<file path="src/rtl/rcpd_pkg.sv">
// Shared types and constants for the radio code packet deframer.
package rcpd_pkg;

    // Field widths
    localparam int CODE_W = 24;
    localparam int LEN_W  = 5;
    localparam int CFG_W  = 16;

    // Configuration register indexes
    localparam int CFG_IDX_W = 2;
    localparam logic [CFG_IDX_W-1:0] CFG_SYNC_VALUE    = 2'd0;
    localparam logic [CFG_IDX_W-1:0] CFG_TIMEOUT_TICKS = 2'd1;
    localparam logic [CFG_IDX_W-1:0] CFG_MAX_LENGTH    = 2'd2;

    // Configuration reset values
    localparam logic [7:0]       SYNC_RESET    = 8'hAA;
    localparam logic [15:0]      TIMEOUT_RESET = 16'd1000;
    localparam logic [LEN_W-1:0] MAXLEN_RESET  = 5'd16;

    // CRC-8 polynomial
    localparam logic [7:0] CRC_POLY = 8'h07;

    // Result status codes
    localparam logic [1:0] STAT_OK       = 2'd0;
    localparam logic [1:0] STAT_CRC_FAIL = 2'd1;
    localparam logic [1:0] STAT_BAD_LEN  = 2'd2;
    localparam logic [1:0] STAT_TIMEOUT  = 2'd3;

    // Frame phase
    typedef enum logic [1:0] {
        PH_SYNC,
        PH_HEADER,
        PH_PAYLOAD
    } t_phase;

    // Control sequencer
    typedef enum logic [2:0] {
        FS_IDLE,
        FS_SYNC2,
        FS_PAY,
        FS_CHECK,
        FS_RESULT,
        FS_READ,
        FS_EMIT
    } t_fsm;

    // Input item
    typedef struct packed {
        logic              func;
        logic [CODE_W-1:0] code;
    } t_in_item;

    // Result item
    typedef struct packed {
        logic [1:0]       status;
        logic [7:0]       seq_number;
        logic [7:0]       frame_kind;
        logic [LEN_W-1:0] frame_length;
        logic [7:0]       data_byte;
        logic [7:0]       computed_crc;
        logic             last_item;
    } t_out_item;

    // Pending single result (timeout, bad length, crc failure, empty packet)
    typedef struct packed {
        logic [1:0]       status;
        logic [LEN_W-1:0] length;
        logic [7:0]       crc;
    } t_res;

endpackage

</file>
<file path="src/rtl/rcpd_payload_mem.sv">
// Payload byte store: one write port, one read port with registered read data.
module rcpd_payload_mem #(
    parameter int DEPTH = 16,
    parameter int AW    = 4
) (
    input  logic          i_clk,
    input  logic          i_wr_en,
    input  logic [AW-1:0] i_wr_addr,
    input  logic [7:0]    i_wr_data,
    input  logic          i_rd_en,
    input  logic [AW-1:0] i_rd_addr,
    output logic [7:0]    o_rd_data
);

    logic [7:0] r_mem [DEPTH];
    logic [7:0] r_rd_data;

    // Write port
    always_ff @(posedge i_clk) begin
        if (i_wr_en) begin
            r_mem[i_wr_addr] <= i_wr_data;
        end
    end

    // Read port, registered read data
    always_ff @(posedge i_clk) begin
        if (i_rd_en) begin
            r_rd_data <= r_mem[i_rd_addr];
        end
    end

    assign o_rd_data = r_rd_data;

endmodule

</file>
<file path="src/rtl/rf_code_packet_deframer.sv">
// Radio code packet deframer: sync / header / payload framing with CRC-8 check.
//
// Items are radio codes (func 0) or millisecond ticks (func 1). A tick that
// does not time out, an ignored code, a header code that opens a payload or a
// payload code that does not finish the frame produces no result; a sync code
// keeps the input stalled while the second CRC byte is folded in. A payload
// code passes each byte in turn through the single CRC-8 byte unit and the
// payload memory write port (FS_PAY), then the frame check (FS_CHECK). A good
// packet then reads its bytes back from the payload memory, each result going
// through a memory read (FS_READ), then the output register (FS_EMIT).
// Failures, bad lengths, empty packets and timeouts produce one
// result. An item is accepted while a finished result still sits in the
// output register; the sequencer waits only when it has a new result to load.
// The payload memory needs no clearing: a byte is read only after it was
// written for the current packet.
module rf_code_packet_deframer #(
    parameter int MAX_LEN = 16
) (
    input  logic                  i_clk,
    input  logic                  i_rst_n,
    // input items
    input  logic                  i_in_valid,
    output logic                  o_in_stall,
    input  rcpd_pkg::t_in_item    i_in_item,
    // result items
    output logic                  o_out_valid,
    input  logic                  i_out_stall,
    output rcpd_pkg::t_out_item   o_out_item,
    // configuration writes
    input  logic                  i_cfg_valid,
    output logic                  o_cfg_ready,
    input  logic [rcpd_pkg::CFG_IDX_W-1:0] i_cfg_index,
    input  logic [rcpd_pkg::CFG_W-1:0]     i_cfg_data
);

    import rcpd_pkg::*;

    localparam int AW = (MAX_LEN > 1) ? $clog2(MAX_LEN) : 1;
    localparam int CW = (AW > LEN_W) ? AW : LEN_W;
    localparam logic [7:0] MaxLen8 = 8'(MAX_LEN);
    localparam logic [1:0] LAST_BYTE = 2'd2;

    // One CRC-8 byte step, MSB first
    function automatic logic [7:0] crc8_step(input logic [7:0] crc, input logic [7:0] data);
        logic [7:0] c;
        c = crc ^ data;
        for (int b = 0; b < 8; b++) begin
            c = c[7] ? ({c[6:0], 1'b0} ^ CRC_POLY) : {c[6:0], 1'b0};
        end
        return c;
    endfunction

    // Configuration registers
    logic [7:0]       r_sync_value;
    logic [15:0]      r_timeout;
    logic [LEN_W-1:0] r_max_len;

    // Frame state
    t_fsm             r_state, n_state;
    t_phase           r_phase, n_phase;
    logic [CODE_W-1:0] r_last_code, n_last_code;
    logic [15:0]      r_elapsed, n_elapsed;
    logic [7:0]       r_seq, n_seq;
    logic [7:0]       r_kind, n_kind;
    logic [LEN_W-1:0] r_len, n_len;
    logic [7:0]       r_rcrc, n_rcrc;
    logic [7:0]       r_crc, n_crc;
    logic [CW-1:0]    r_fill, n_fill;
    logic [CW-1:0]    r_idx, n_idx;
    logic [1:0]       r_sel, n_sel;
    logic [CODE_W-1:0] r_code, n_code;
    t_res             r_res, n_res;

    // Output register
    logic             r_out_valid;
    t_out_item        r_out_item, n_out_item;
    logic             out_load;
    logic             out_free;

    // Datapath helpers
    logic             in_accept;
    logic [7:0]       b0, b1, b2;
    logic [7:0]       limit;
    logic [15:0]      elapsed_inc;
    logic [CW-1:0]    len_ext;
    logic [7:0]       pay_byte;
    logic [7:0]       crc_in, crc_data, crc_out;
    logic             last_out;
    logic             wr_en, rd_en;
    logic [7:0]       rd_data;

    assign o_cfg_ready = 1'b1;
    assign o_in_stall  = (r_state != FS_IDLE);
    assign in_accept   = i_in_valid && !o_in_stall;
    assign out_free    = !r_out_valid || !i_out_stall;
    assign o_out_valid = r_out_valid;
    assign o_out_item  = r_out_item;

    assign b0 = i_in_item.code[23:16];
    assign b1 = i_in_item.code[15:8];
    assign b2 = i_in_item.code[7:0];

    // Accepted length limit: smaller of the register and the store depth
    assign limit = ({3'b000, r_max_len} < MaxLen8) ? {3'b000, r_max_len} : MaxLen8;

    assign elapsed_inc = (r_elapsed == 16'hFFFF) ? r_elapsed : r_elapsed + 16'd1;
    assign len_ext     = CW'(r_len);
    assign last_out    = ((r_idx + CW'(1)) == len_ext);

    // Payload byte of the buffered code
    always_comb begin
        unique case (r_sel)
            2'd0:    pay_byte = r_code[23:16];
            2'd1:    pay_byte = r_code[15:8];
            default: pay_byte = r_code[7:0];
        endcase
    end

    // Shared CRC byte unit operand select
    always_comb begin
        crc_in   = r_crc;
        crc_data = pay_byte;
        unique case (r_state)
            FS_IDLE: begin
                if (r_phase == PH_HEADER) begin
                    crc_data = b0;
                end else begin
                    crc_in   = 8'h00;
                    crc_data = b1;
                end
            end
            FS_SYNC2: crc_data = r_code[7:0];
            default:  crc_data = pay_byte;
        endcase
    end

    assign crc_out = crc8_step(crc_in, crc_data);

    // Payload memory
    rcpd_payload_mem #(
        .DEPTH (MAX_LEN),
        .AW    (AW)
    ) u_payload_mem (
        .i_clk     (i_clk),
        .i_wr_en   (wr_en),
        .i_wr_addr (r_fill[AW-1:0]),
        .i_wr_data (pay_byte),
        .i_rd_en   (rd_en),
        .i_rd_addr (r_idx[AW-1:0]),
        .o_rd_data (rd_data)
    );

    // Sequencer: next state, frame state and result
    always_comb begin
        n_state     = r_state;
        n_phase     = r_phase;
        n_last_code = r_last_code;
        n_elapsed   = r_elapsed;
        n_seq       = r_seq;
        n_kind      = r_kind;
        n_len       = r_len;
        n_rcrc      = r_rcrc;
        n_crc       = r_crc;
        n_fill      = r_fill;
        n_idx       = r_idx;
        n_sel       = r_sel;
        n_code      = r_code;
        n_res       = r_res;
        n_out_item  = r_out_item;
        out_load    = 1'b0;
        wr_en       = 1'b0;
        rd_en       = 1'b0;

        unique case (r_state)
            FS_IDLE: begin
                if (in_accept) begin
                    if (i_in_item.func) begin
                        // millisecond tick
                        n_elapsed = elapsed_inc;
                        if (r_phase != PH_SYNC && elapsed_inc > r_timeout) begin
                            n_res.status = STAT_TIMEOUT;
                            n_res.length = (r_phase == PH_PAYLOAD) ? r_len : '0;
                            n_res.crc    = 8'h00;
                            n_phase      = PH_SYNC;
                            n_last_code  = '0;
                            n_state      = FS_RESULT;
                        end
                    end else if (i_in_item.code != '0 && i_in_item.code != r_last_code) begin
                        n_last_code = i_in_item.code;
                        n_elapsed   = 16'd0;
                        unique case (r_phase)
                            PH_HEADER: begin
                                if (b0 > limit) begin
                                    n_res.status = STAT_BAD_LEN;
                                    n_res.length = '0;
                                    n_res.crc    = 8'h00;
                                    n_phase      = PH_SYNC;
                                    n_last_code  = '0;
                                    n_state      = FS_RESULT;
                                end else begin
                                    n_len  = b0[LEN_W-1:0];
                                    n_rcrc = b1;
                                    n_fill = '0;
                                    n_crc  = crc_out;
                                    if (b0 == 8'h00) begin
                                        // empty packet
                                        n_res.status = (crc_out == b1) ? STAT_OK : STAT_CRC_FAIL;
                                        n_res.length = '0;
                                        n_res.crc    = crc_out;
                                        n_phase      = PH_SYNC;
                                        n_last_code  = '0;
                                        n_state      = FS_RESULT;
                                    end else begin
                                        n_phase = PH_PAYLOAD;
                                    end
                                end
                            end
                            PH_PAYLOAD: begin
                                n_code  = i_in_item.code;
                                n_sel   = 2'd0;
                                n_state = FS_PAY;
                            end
                            default: begin
                                if (b0 == r_sync_value) begin
                                    n_seq   = b1;
                                    n_kind  = b2;
                                    n_crc   = crc_out;
                                    n_code  = i_in_item.code;
                                    n_phase = PH_HEADER;
                                    n_state = FS_SYNC2;
                                end
                            end
                        endcase
                    end
                end
            end

            // fold in the kind byte
            FS_SYNC2: begin
                n_crc   = crc_out;
                n_state = FS_IDLE;
            end

            // one payload byte per cycle
            FS_PAY: begin
                if (r_fill < len_ext) begin
                    wr_en  = 1'b1;
                    n_crc  = crc_out;
                    n_fill = r_fill + CW'(1);
                end
                n_sel = r_sel + 2'd1;
                if (r_sel == LAST_BYTE) begin
                    n_state = FS_CHECK;
                end
            end

            // frame complete?
            FS_CHECK: begin
                if (r_fill < len_ext) begin
                    n_state = FS_IDLE;
                end else begin
                    n_phase     = PH_SYNC;
                    n_last_code = '0;
                    if (r_crc != r_rcrc) begin
                        n_res.status = STAT_CRC_FAIL;
                        n_res.length = r_len;
                        n_res.crc    = r_crc;
                        n_state      = FS_RESULT;
                    end else begin
                        n_idx   = '0;
                        n_state = FS_READ;
                    end
                end
            end

            // single result
            FS_RESULT: begin
                if (out_free) begin
                    out_load                = 1'b1;
                    n_out_item.status       = r_res.status;
                    n_out_item.seq_number   = r_seq;
                    n_out_item.frame_kind   = r_kind;
                    n_out_item.frame_length = r_res.length;
                    n_out_item.data_byte    = 8'h00;
                    n_out_item.computed_crc = r_res.crc;
                    n_out_item.last_item    = 1'b1;
                    n_state                 = FS_IDLE;
                end
            end

            // payload read-back
            FS_READ: begin
                rd_en   = 1'b1;
                n_state = FS_EMIT;
            end

            FS_EMIT: begin
                if (out_free) begin
                    out_load                = 1'b1;
                    n_out_item.status       = STAT_OK;
                    n_out_item.seq_number   = r_seq;
                    n_out_item.frame_kind   = r_kind;
                    n_out_item.frame_length = r_len;
                    n_out_item.data_byte    = rd_data;
                    n_out_item.computed_crc = r_crc;
                    n_out_item.last_item    = last_out;
                    n_idx                   = r_idx + CW'(1);
                    n_state                 = last_out ? FS_IDLE : FS_READ;
                end
            end

            default: n_state = FS_IDLE;
        endcase
    end

    // Control and frame state registers
    always_ff @(posedge i_clk) begin
        if (!i_rst_n) begin
            r_state     <= FS_IDLE;
            r_phase     <= PH_SYNC;
            r_last_code <= '0;
            r_elapsed   <= '0;
            r_seq       <= '0;
            r_kind      <= '0;
            r_len       <= '0;
            r_rcrc      <= '0;
            r_crc       <= '0;
            r_fill      <= '0;
            r_idx       <= '0;
            r_sel       <= '0;
            r_out_valid <= 1'b0;
        end else begin
            r_state     <= n_state;
            r_phase     <= n_phase;
            r_last_code <= n_last_code;
            r_elapsed   <= n_elapsed;
            r_seq       <= n_seq;
            r_kind      <= n_kind;
            r_len       <= n_len;
            r_rcrc      <= n_rcrc;
            r_crc       <= n_crc;
            r_fill      <= n_fill;
            r_idx       <= n_idx;
            r_sel       <= n_sel;
            r_out_valid <= out_load || (r_out_valid && i_out_stall);
        end
    end

    // Payload registers
    always_ff @(posedge i_clk) begin
        r_code     <= n_code;
        r_res      <= n_res;
        r_out_item <= n_out_item;
    end

    // Configuration registers
    always_ff @(posedge i_clk) begin
        if (!i_rst_n) begin
            r_sync_value <= SYNC_RESET;
            r_timeout    <= TIMEOUT_RESET;
            r_max_len    <= MAXLEN_RESET;
        end else if (i_cfg_valid && o_cfg_ready) begin
            unique case (i_cfg_index)
                CFG_SYNC_VALUE:    r_sync_value <= i_cfg_data[7:0];
                CFG_TIMEOUT_TICKS: r_timeout    <= i_cfg_data;
                CFG_MAX_LENGTH:    r_max_len    <= i_cfg_data[LEN_W-1:0];
                default: ;
            endcase
        end
    end

endmodule

</file>
<file path="config.mk">
export PLATFORM = sky130hd
export DESIGN_NAME = rf_code_packet_deframer
export DESIGN_NICKNAME = d
export VERILOG_FILES = /design/src/rtl/rcpd_pkg.sv /design/src/rtl/rcpd_payload_mem.sv /design/src/rtl/rf_code_packet_deframer.sv
export SDC_FILE = /design/constraint.sdc
export NUM_CORES = 1
export LEC_CHECK = 0
export BUFFER_PORTS_ARGS = -buffer_cell sky130_fd_sc_hd__buf_2
export CORE_AREA = 2 2 161 242
export CTS_CLUSTER_SIZE = 28
export DETAILED_ROUTE_END_ITERATION = 10
export DIE_AREA = 0 0 163 244
export PLACE_DENSITY = 0.57
export SLEW_MARGIN = 10
export SYNTH_ARGS = -nofsm -noshare
export SYNTH_HDL_FRONTEND = slang
export SYNTH_SLANG_ARGS = --single-unit
</file>
<file path="constraint.sdc">
create_clock -name i_clk -period 6.9 [get_ports i_clk]
set_clock_uncertainty 0.15 [all_clocks]
set_input_delay 0.69 -clock i_clk [delete_from_list [all_inputs] [get_ports i_clk]]
set_output_delay 0.69 -clock i_clk [all_outputs]
set_load 0.02 [all_outputs]
</file>
Word-level counts from Yosys, hierarchy flattened
Memories as Yosys holds them, arrays and structs flattened. A register that Yosys moved wholly into a read port is not among the register bits.
Index checks and enable logic that the tools add are counted.
- bits in registers: 203
- bits in writable memories: 128
- logic and storage cells: 231
- memories kept: 1
- output and inout port bits: 43
- ROM bits: 0
- latch bits: 0
- bits of input ports: 48
- multiplexer cells: 99
- add/sub/neg operators: 4
- magnitude comparators: 4
- reduce and logical (&&, ||, !) cells: 41
- multiply operators: 0
- bitwise operators: 13
- shift-type cells: 0
- eq/ne operators: 42
- divide/modulo/power cells: 0
- memory list (memory ; words ; width ; read ports ; clocked after memory_dff ; wr ports ; line ; source):
    u_payload_mem.r_mem ; 16 ; 8 ; 1 ; 1 ; 1 ; rcpd_payload_mem.sv:15 ; logic [7:0] r_mem [DEPTH];
- operators by type and width (kind ; count):
    24-bit 2-to-1 mux ; 9
    15-bit 2-to-1 mux ; 9
    24-bit case mux with 2 select lines ; 2
    40-bit 2-to-1 mux ; 2
    40-bit case mux with 2 select lines ; 1
    8-bit 2-to-1 mux ; 9
    3-bit 2-to-1 mux ; 20
    5-bit 2-to-1 mux ; 11
    16-bit 2-to-1 mux ; 3
    8-bit case mux with 2 select lines ; 3
    15-bit case mux with 2 select lines ; 1
    2-bit != test, second input constant ; 14
    2-bit 2-to-1 mux ; 12
    24-bit != test ; 1
    3-bit NOT ; 8
    8-bit case mux with 3 select lines ; 1
    8-bit AND reduction ; 3
    24-bit nonzero test ; 1
    5-bit case mux with 2 select lines ; 2
    3-bit != test, second input constant ; 6
    3-bit case mux with 6 select lines ; 1
    6-bit AND reduction ; 3
    16-bit by 1-bit adder with 16-bit output, second input constant ; 1
    16-bit == test, second input constant ; 1
    other kinds (35) ; 79

Longest topological paths before layout
Gate-level depths: netlist (run 1).
- depth in word-level cells: 29
- depth in mapped cells: 18
- depth with buffers taken out: 16

Cells and area by module
From an unflattened synthesis (run 1), not the netlist that was laid out.
- cells, all modules: 1244
- area total of the unflattened synthesis: 15499.9 um^2
- modules (own cells, without submodules) (module ; area an instance (um^2) ; sequential area each (um^2) ; instances ; cells each):
    rf_code_packet_deframer ; 10272.4 ; 4854.7 ; 1 ; 1015
    rcpd_payload_mem ; 5227.5 ; 4083.9 ; 1 ; 229

Worst setup path after synthesis (run 1)
No wires, ideal clock.
- path type: register to register
- from: register r_elapsed[3]
- to: register r_res[0] (netlist name) (enable)
- arrival: 4327 ps
- buffers on the path: 2
- slack: 2017 ps
- setup time: 406 ps
- data required time: 6344 ps
- stages on the path, launching flop included: 18
- period minus slack after synthesis: 4883 ps
- cells stage by stage: dfxtp_1 > clkbuf_2 > and4_1 > nand4_1 > nor3_2 > nand4_1 > and4_1 > nand3_1 > xnor2_1 > ha_1 > and4_1 > a311o_1 > nor2_1 > o31ai_2 > nand2_4 > buf_6 > inv_1 > nor3_1
- longest elaborated chain between the ends: 6
- elaborated cells between the ends (all ways): 7
- classes of those cells: add/sub (1); order compare (1); eq/ne (2); mux (1); reduce/logical (2)
- RTL lines (what ; line ; source):
    start, declared ; rf_code_packet_deframer.sv:62 ; logic [15:0] r_elapsed, n_elapsed;
    start signal, assigned ; rf_code_packet_deframer.sv:336 ; r_elapsed <= n_elapsed;
    16-bit by 1-bit adder with 16-bit output / 16-bit == test (equally long branches) ; rf_code_packet_deframer.sv:106 ; assign elapsed_inc = (r_elapsed == 16'hFFFF) ? r_elapsed : r_elapsed + 16'd1;
    16-bit 2-to-1 mux * ; rf_code_packet_deframer.sv:106 ;
    16-bit > comparator * ; rf_code_packet_deframer.sv:180 ; if (r_phase != PH_SYNC && elapsed_inc > r_timeout) begin
    1-bit logical AND * ; rf_code_packet_deframer.sv:180 ;
    3-bit != test (no source line) * ; - ;
    8-bit AND reduction (no source line) * ; - ;
    end signal, assigned ; rf_code_packet_deframer.sv:352 ; r_res <= n_res;
    end, declared ; rf_code_packet_deframer.sv:72 ; t_res r_res, n_res;
Every way passes the cells marked *; elsewhere a longest branch is shown, timed or not.
A chain may end at the register's enable or synchronous reset.

Final worst setup path (run 1)
- from: register r_elapsed[3]
- to: register r_res[6] (netlist name) (enable)
Same word-level chain as after synthesis.

==> flow_metrics.tcl, run 1 <==
set metrics [dict create \
    grt_pass1_vias 10400 \
    h-tree-depth 2 \
    pin_count 91 \
    die_w_um 163 \
    drv_slew 0 \
    slowest_delay_ps 950 \
    setup_ws_ps 1550 \
    dp_hpwl_um 28100 \
    die_h_um 244 \
    required_ps 6890 \
    dp_slack_ps 1550 \
    max_clock_freq_mhz 187 \
    drc 0 \
    path_cells "and4_1 > nand4_1 > nor3_2 > nand4_1 > and4_1 > nand2_1 > xnor2_1 > ha_1 > and4_1 > a311o_1 > nor2_1 > o31ai_2 > nand2_4 > inv_1 > nor3_2" \
    synthDistinctLibCells 76 \
    cts_tree "done" \
    synth_fp_nets 1415 \
    wl_um 39500 \
    peakVddDrop_mv 0.166 \
    yosysSeqAreaShare_pct 55.8 \
    post-route-min-period_ps 5350 \
    rsz0062_at_grt "false" \
    area_growth_pct 12.1 \
    ys_async_sr_fraction_pct 0 \
    dieArea_sq_um 39800 \
    antenna_cells 0 \
    arrival_ps 5330 \
    synthFlopType "edfxtp_1" \
    place_inst 1845 \
    stdcell_area_sq_um 18000 \
    finalHoldViolCount 0 \
    globalplace.congestion 0.834 \
    clock_latency_ps 530 \
    drtIter0Drc 604 \
    power.density_nw_per_um2 240 \
    clockBufferDepth 3 \
    cts_hold_buffers 0 \
    post_drt_wl_per_cell_um 20.7 \
    worstSetupPathType "reg -> reg" \
    synth_commonest_cells "215 x edfxtp_1, 130 x nand2_1, 124 x dfxtp_1, 78 x mux2i_1, 75 x nor2b_1" \
    crit_path_start_kind "flip-flop" \
    setup_viol 0 \
    status "finished, final reports clean" \
    dpl_cell_area_sq_um 16900 \
    via_count 10300 \
    core_area_sq_um 37600 \
    drive_gt1_share_pct 16.4 \
    final_nets 1477 \
    critPathSlowestCell "nor3_2" \
    synth_area_sq_um 16000 \
    firstDrtPassIters 5 \
    maxSlewHeadroom_pct 22.2 \
    cts_num_sinks 339 \
    cts.repair.resized 0 \
    max_cap_viol_count 0 \
    numCtsBuffers 34 \
    finalSetupTns_ps 0 \
    cpMostUsedCell "and4_1" \
    antenna_found_initial 0 \
    worstMarginPinSlew_ps 1160 \
    path_clk_slew_ps 60 \
    placementRows 87 \
    cp-end-kind "flip-flop" \
    layout.cells.non_filler 1906 \
    p_leak_nw 6.29 \
    vias_per_cell 5.38 \
    post_cts_buffers 0 \
    root_buffer "clkbuf_16" \
    path_max_fanout 23 \
    p_total_mw 4.32 \
    fin_crit_sh_pct 77.5 \
    syn_inst 1330 \
    yosysMostFrequentCell "edfxtp_1" \
    ys_ff_latch 339 \
    synth_top_area_share_pct 40.3 \
    synth_largest_area_cell "edfxtp_1" \
    drtAntennaViolNets 0 \
    track_usage_pct 20.2 \
    grt_pass1_wl_um 61000 \
    avgSynthCellArea_sq_um 12.0 \
    synth_edf_count 215 \
    synth_area_leaders "edfxtp_1 40%, dfxtp_1 15%, mux4_2 5.6%" \
    synth_warnings 0 \
    finalCoreUtilization_pct 47.8 \
    overflow 0 \
    grt_max_degree 70 \
    timing.hold.ws_ps 250 \
    port_buffers 89 \
    min_path_type "in -> reg" \
    start_util_pct 42.7 \
]
sequential cells by signal, indices dropped and copies added (netlist names), 8 cells and up:
name                     cells
u_payload_mem.r_mem        128
o_out_item                  40
r_code                      24
r_last_code                 24
r_elapsed                   16
r_timeout                   16
r_res                       15
r_crc                        8
r_kind                       8
r_rcrc                       8
r_seq                        8
r_sync_value                 8
u_payload_mem.o_rd_data      8
cell families (layout without fill, tap and decap cells):
logic type | count (synthesis) | count (layout) | synth area share [%]
compound gates | 194 | 194 | 8.53
xor+xnor | 84 | 84 | 4.64
other cells | 1 | 1 | 0.0234
mux | 124 | 124 | 10.9
buf+inv | 129 | 216 | 3.46
simple gates | 422 | 422 | 13.7
flops | 339 | 339 | 55.8
fa+ha+maj | 37 | 37 | 2.89
final timing paths:
path | from | to | slack, ps | cells past startpoint
worst min-delay path | i_cfg_data[8] | r_timeout[8]$_SDFFE_PN1P_ | 250 | 3
worst max register to register | r_elapsed[3]$_SDFFE_PN0P_ | r_res[6]$_DFFE_PP_ | 1550 | 15
worst max-delay path | r_elapsed[3]$_SDFFE_PN0P_ | r_res[6]$_DFFE_PP_ | 1550 | 15
worst min register to register | r_seq[7]$_SDFFE_PN0P_ | o_out_item[37]$_DFFE_PP_ | 280 | 0
power breakdown:
group	internal [mW]	switching, mW
Sequential	2.16	0.0155
Clock	1.05	0.789
Combinational	0.114	0.191
Total	3.32	0.996
cells in the final DEF, fill, tap and decap left out, types with 35 or more instances in the layout:
cell type / Yosys / layout
edfxtp_1: 215 / 215
nand2_1: 130 / 130
dfxtp_1: 124 / 123
buf_2: 24 / 88
mux2i_1: 78 / 78
nor2b_1: 75 / 75
inv_1: 53 / 53
nor2_1: 53 / 53
xor2_1: 43 / 43
xnor2_1: 40 / 40
mux4_2: 40 / 40
ha_1: 37 / 37
clkbuf_16: 0 / 35
cell type report:
cell class / count / area [sq um]
clock buffers: 45 / 943
clock inverters: 16 / 146
fillers: 3437 / 19600
inverters: 54 / 203
multi-input cells: 862 / 6580
flip-flops and latches: 339 / 8940
well taps: 489 / 612
repair buffers: 101 / 538
critical path: cells and delay by family (launching register included):
kind,cells,cell delay [ps]
AND/OR/NAND/NOR,10,3280
AO/OA/AOI/OAI,2,510
flip-flops,1,440
adder cells (fa/ha/maj),1,290
XOR/XNOR,1,170
buffers and inverters,1,110
layer usage:
metal | track usage, % | share of wire (%) | vias up
met3 | 2.22 | 2.8 | 72
met5 | 0 | 0 | -
li1 | - | - | 4932
met1 | 23.4 | 39 | 5081
met4 | 7.37 | 3.2 | 0
met2 | 38.1 | 55 | 169
(Power assumes the default switching activity.)
==> run 2, diff against run 1 <==
- ABC_AREA: not set -> 1
- CORE_AREA: 2 2 161 242 -> 2 2 161 241
- DIE_AREA: 0 0 163 244 -> 0 0 163 243
- PLACE_DENSITY: 0.57 -> 0.59
- clock period: 6.9 -> 4.4 ns (I/O delays scaled with it)
==> run 2 against run 1 <==
  * First-iteration DRC count is 12% higher
  * Hold slack worse by 220 ps
  * Cell count rose by 21%
==> flow_metrics.tcl, run 2 <==
set metrics [dict create \
    status "finished, final reports clean" \
    synth_warnings 0 \
    vias_per_cell 5.27 \
    reg2reg_from "r_elapsed[0]$_SDFFE_PN0P_" \
    wl_um 41500 \
    synthDistinctLibCells 50 \
    drtAntennaViolNets 0 \
    place_inst 2234 \
    min_path_type "in -> reg" \
    grt_pass1_vias 12000 \
    dp_hpwl_um 29800 \
    cts_tree "done" \
    holdPathStages 3 \
    die_h_um 243 \
    area_growth_pct 13.6 \
    clock_latency_ps 530 \
    required_ps 4700 \
    synth_fp_nets 1783 \
    ff2ff_setup_slack_ps 420 \
    root_buffer "clkbuf_16" \
    globalplace.congestion 0.895 \
    synth_edf_count 215 \
    drtIter0Drc 676 \
    layout.cells.non_filler 2301 \
    cp-end-kind "flip-flop" \
    nFillCells 3575 \
    synthFlopType "edfxtp_1" \
    numCtsBuffers 34 \
    max_cap_viol_count 0 \
    wl_met2_um 21500 \
    die_w_um 163 \
    post-route-min-period_ps 3980 \
    r2r-end "r_last_code[0]$_SDFFE_PN0P_" \
    final_nets 1870 \
    port_buffers 89 \
    mostFrequentLayoutCells "308 x nand2_1, 215 x edfxtp_1, 179 x nor2_1" \
    clockBufferDepth 3 \
    crit_path_start_kind "flip-flop" \
    syn_inst 1698 \
    drive_gt1_share_pct 12.5 \
    ys_ff_latch 339 \
    yosysSeqAreaShare_pct 56.1 \
    maxSlewHeadroom_pct 29.2 \
    rsz0062_at_grt "false" \
    setup_viol 0 \
    p_leak_nw 6.97 \
    via_count 12100 \
    h-tree-depth 2 \
    firstDrtPassIters 5 \
    worstSetupPathType "reg -> reg" \
    grt_max_degree 65 \
    yosysMostFrequentCell "nand2_1" \
    power.density_nw_per_um2 613 \
    synth_area_leaders "edfxtp_1 40%, dfxtp_1 16%, nand2_1 7.3%" \
    core_area_sq_um 37600 \
    finalSetupTns_ps 0 \
    track_usage_pct 21.4 \
    synth_top_area_share_pct 40.5 \
    max_clock_freq_mhz 251 \
    grt_pass1_wl_um 65700 \
    synth_commonest_cells "308 x nand2_1, 215 x edfxtp_1, 181 x nor2_1, 159 x inv_1, 133 x o21ai_0" \
    placementRows 87 \
    fin_crit_sh_pct 90.4 \
    wl_met1_um 16300 \
    top_register "u_payload_mem.r_mem" \
    avgSynthCellArea_sq_um 9.39 \
    synth_area_sq_um 15900 \
    largest_register_ffs 128 \
    ys_async_sr_fraction_pct 0 \
    antenna_found_initial 1 \
    pin_count 91 \
    min_to "r_timeout[5]$_SDFFE_PN1P_" \
    drv_slew 0 \
    worst_r2r_path_depth 18 \
    cts_num_sinks 339 \
    synth_largest_area_cell "edfxtp_1" \
    hp-start "i_cfg_data[5]" \
    startpoint "r_elapsed[0]$_SDFFE_PN0P_" \
    start_util_pct 42.4 \
    final_common_cell "nand2_1" \
    path_clk_slew_ps 60 \
    top_layer "met4" \
    arrival_ps 4280 \
    finalHoldViolCount 0 \
    path_max_fanout 42 \
    met3_length_um 1860 \
    drc 0 \
    dieArea_sq_um 39600 \
    peakVddDrop_mv 0.407 \
    overflow 0 \
    worstMarginPinSlew_ps 1060 \
    post_drt_wl_per_cell_um 18.1 \
]
[run 2: repair_timing]
action	CTS	global route
endpoints found under the setup margin	0	21
hold endpoints to repair	5	0
hold buffers	4	0
gates resized for setup	0	2
setup buffers	0	0
[run 2: metrics by stage]
stage	area, sq um	total power, mW	setup slack [ps]	hold slack (ps)	util, %
4_1_cts	18100	11.2	334	4.46	48.2
3_3_place_gp	16900	8.17	551	264	45.1
3_5_place_dp	16900	8.22	371	267	45.1
6_report	18100	11.1	421	26.9	48.2
5_1_grt	18100	11.8	3.98	19.3	48.2
2_1_floorplan	15900	7.08	217	258	-
[run 2: power breakdown]
part	internal [mW]	switching, mW	total, mW
Sequential	3.93	0.219	4.15
Clock	1.72	1.22	2.93
Combinational	1.21	2.80	4.02
Total	6.86	4.24	11.1
[run 2: final cells by class]
type / count / area (sq um) / share of cell area, %
flip-flops and latches: 339 / 8940 / 49.4
inverters: 164 / 616 / 3.40
well taps: 489 / 612 / 3.38
diodes: 1 / 2.50 / 0.0138
repair buffers: 117 / 678 / 3.75
multi-input cells: 1129 / 6120 / 33.8
clock inverters: 16 / 178 / 0.981
clock buffers: 46 / 956 / 5.28
[run 2: how the worst max path moves through the flow]
stage | end | slack (ps) | cells past startpoint
after floorplan | r_res[0]$_DFFE_PP_ | 220 | 19
after global placement | r_last_code[14]$_SDFFE_PN0P_ | 550 | 22
after detailed placement | r_last_code[0]$_SDFFE_PN0P_ | 370 | 18
after CTS | r_last_code[0]$_SDFFE_PN0P_ | 330 | 18
after global routing | r_last_code[12]$_SDFFE_PN0P_ | 4 | 18
final | r_last_code[0]$_SDFFE_PN0P_ | 420 | 18
[run 2: kinds of logic (layout without fill, tap and decap cells)]
| group | Yosys count | in the layout | share of synthesized area, % |
|---|---|---|---|
| XOR/XNOR | 54 | 54 | 3.01 |
| flip-flops | 339 | 339 | 56.1 |
| AO/OA/AOI/OAI | 320 | 320 | 11.6 |
| adder cells (fa/ha/maj) | 37 | 37 | 2.90 |
| buffers and inverters | 230 | 343 | 5.74 |
| other | 1 | 2 | 0.0235 |
| AND/OR/NAND/NOR | 689 | 689 | 18.9 |
| multiplexers | 28 | 28 | 1.76 |
[run 2: routing by layer]
metal / track usage [%] / up-vias
met4: 9.92 / 0
met1: 24.5 / 5718
met3: 2.89 / 91
li1: - / 6010
met5: 0 / -
met2: 39.0 / 304
[run 2: worst max-delay path: stages (launching register included)]
cell      delay (ps)
dfxtp_1          390
inv_1             70
nor3_1           300
nand2_1          170
nor3_1           290
nand4_1          150
a21o_1           220
ha_1             290
nand2_1          100
nor4_2           350
inv_1             70
o21ai_0          200
nand2_1          140
a21boi_1         170
nand3_2          170
inv_1            150
buf_12           200
o21ai_0          110
a21oi_1          190
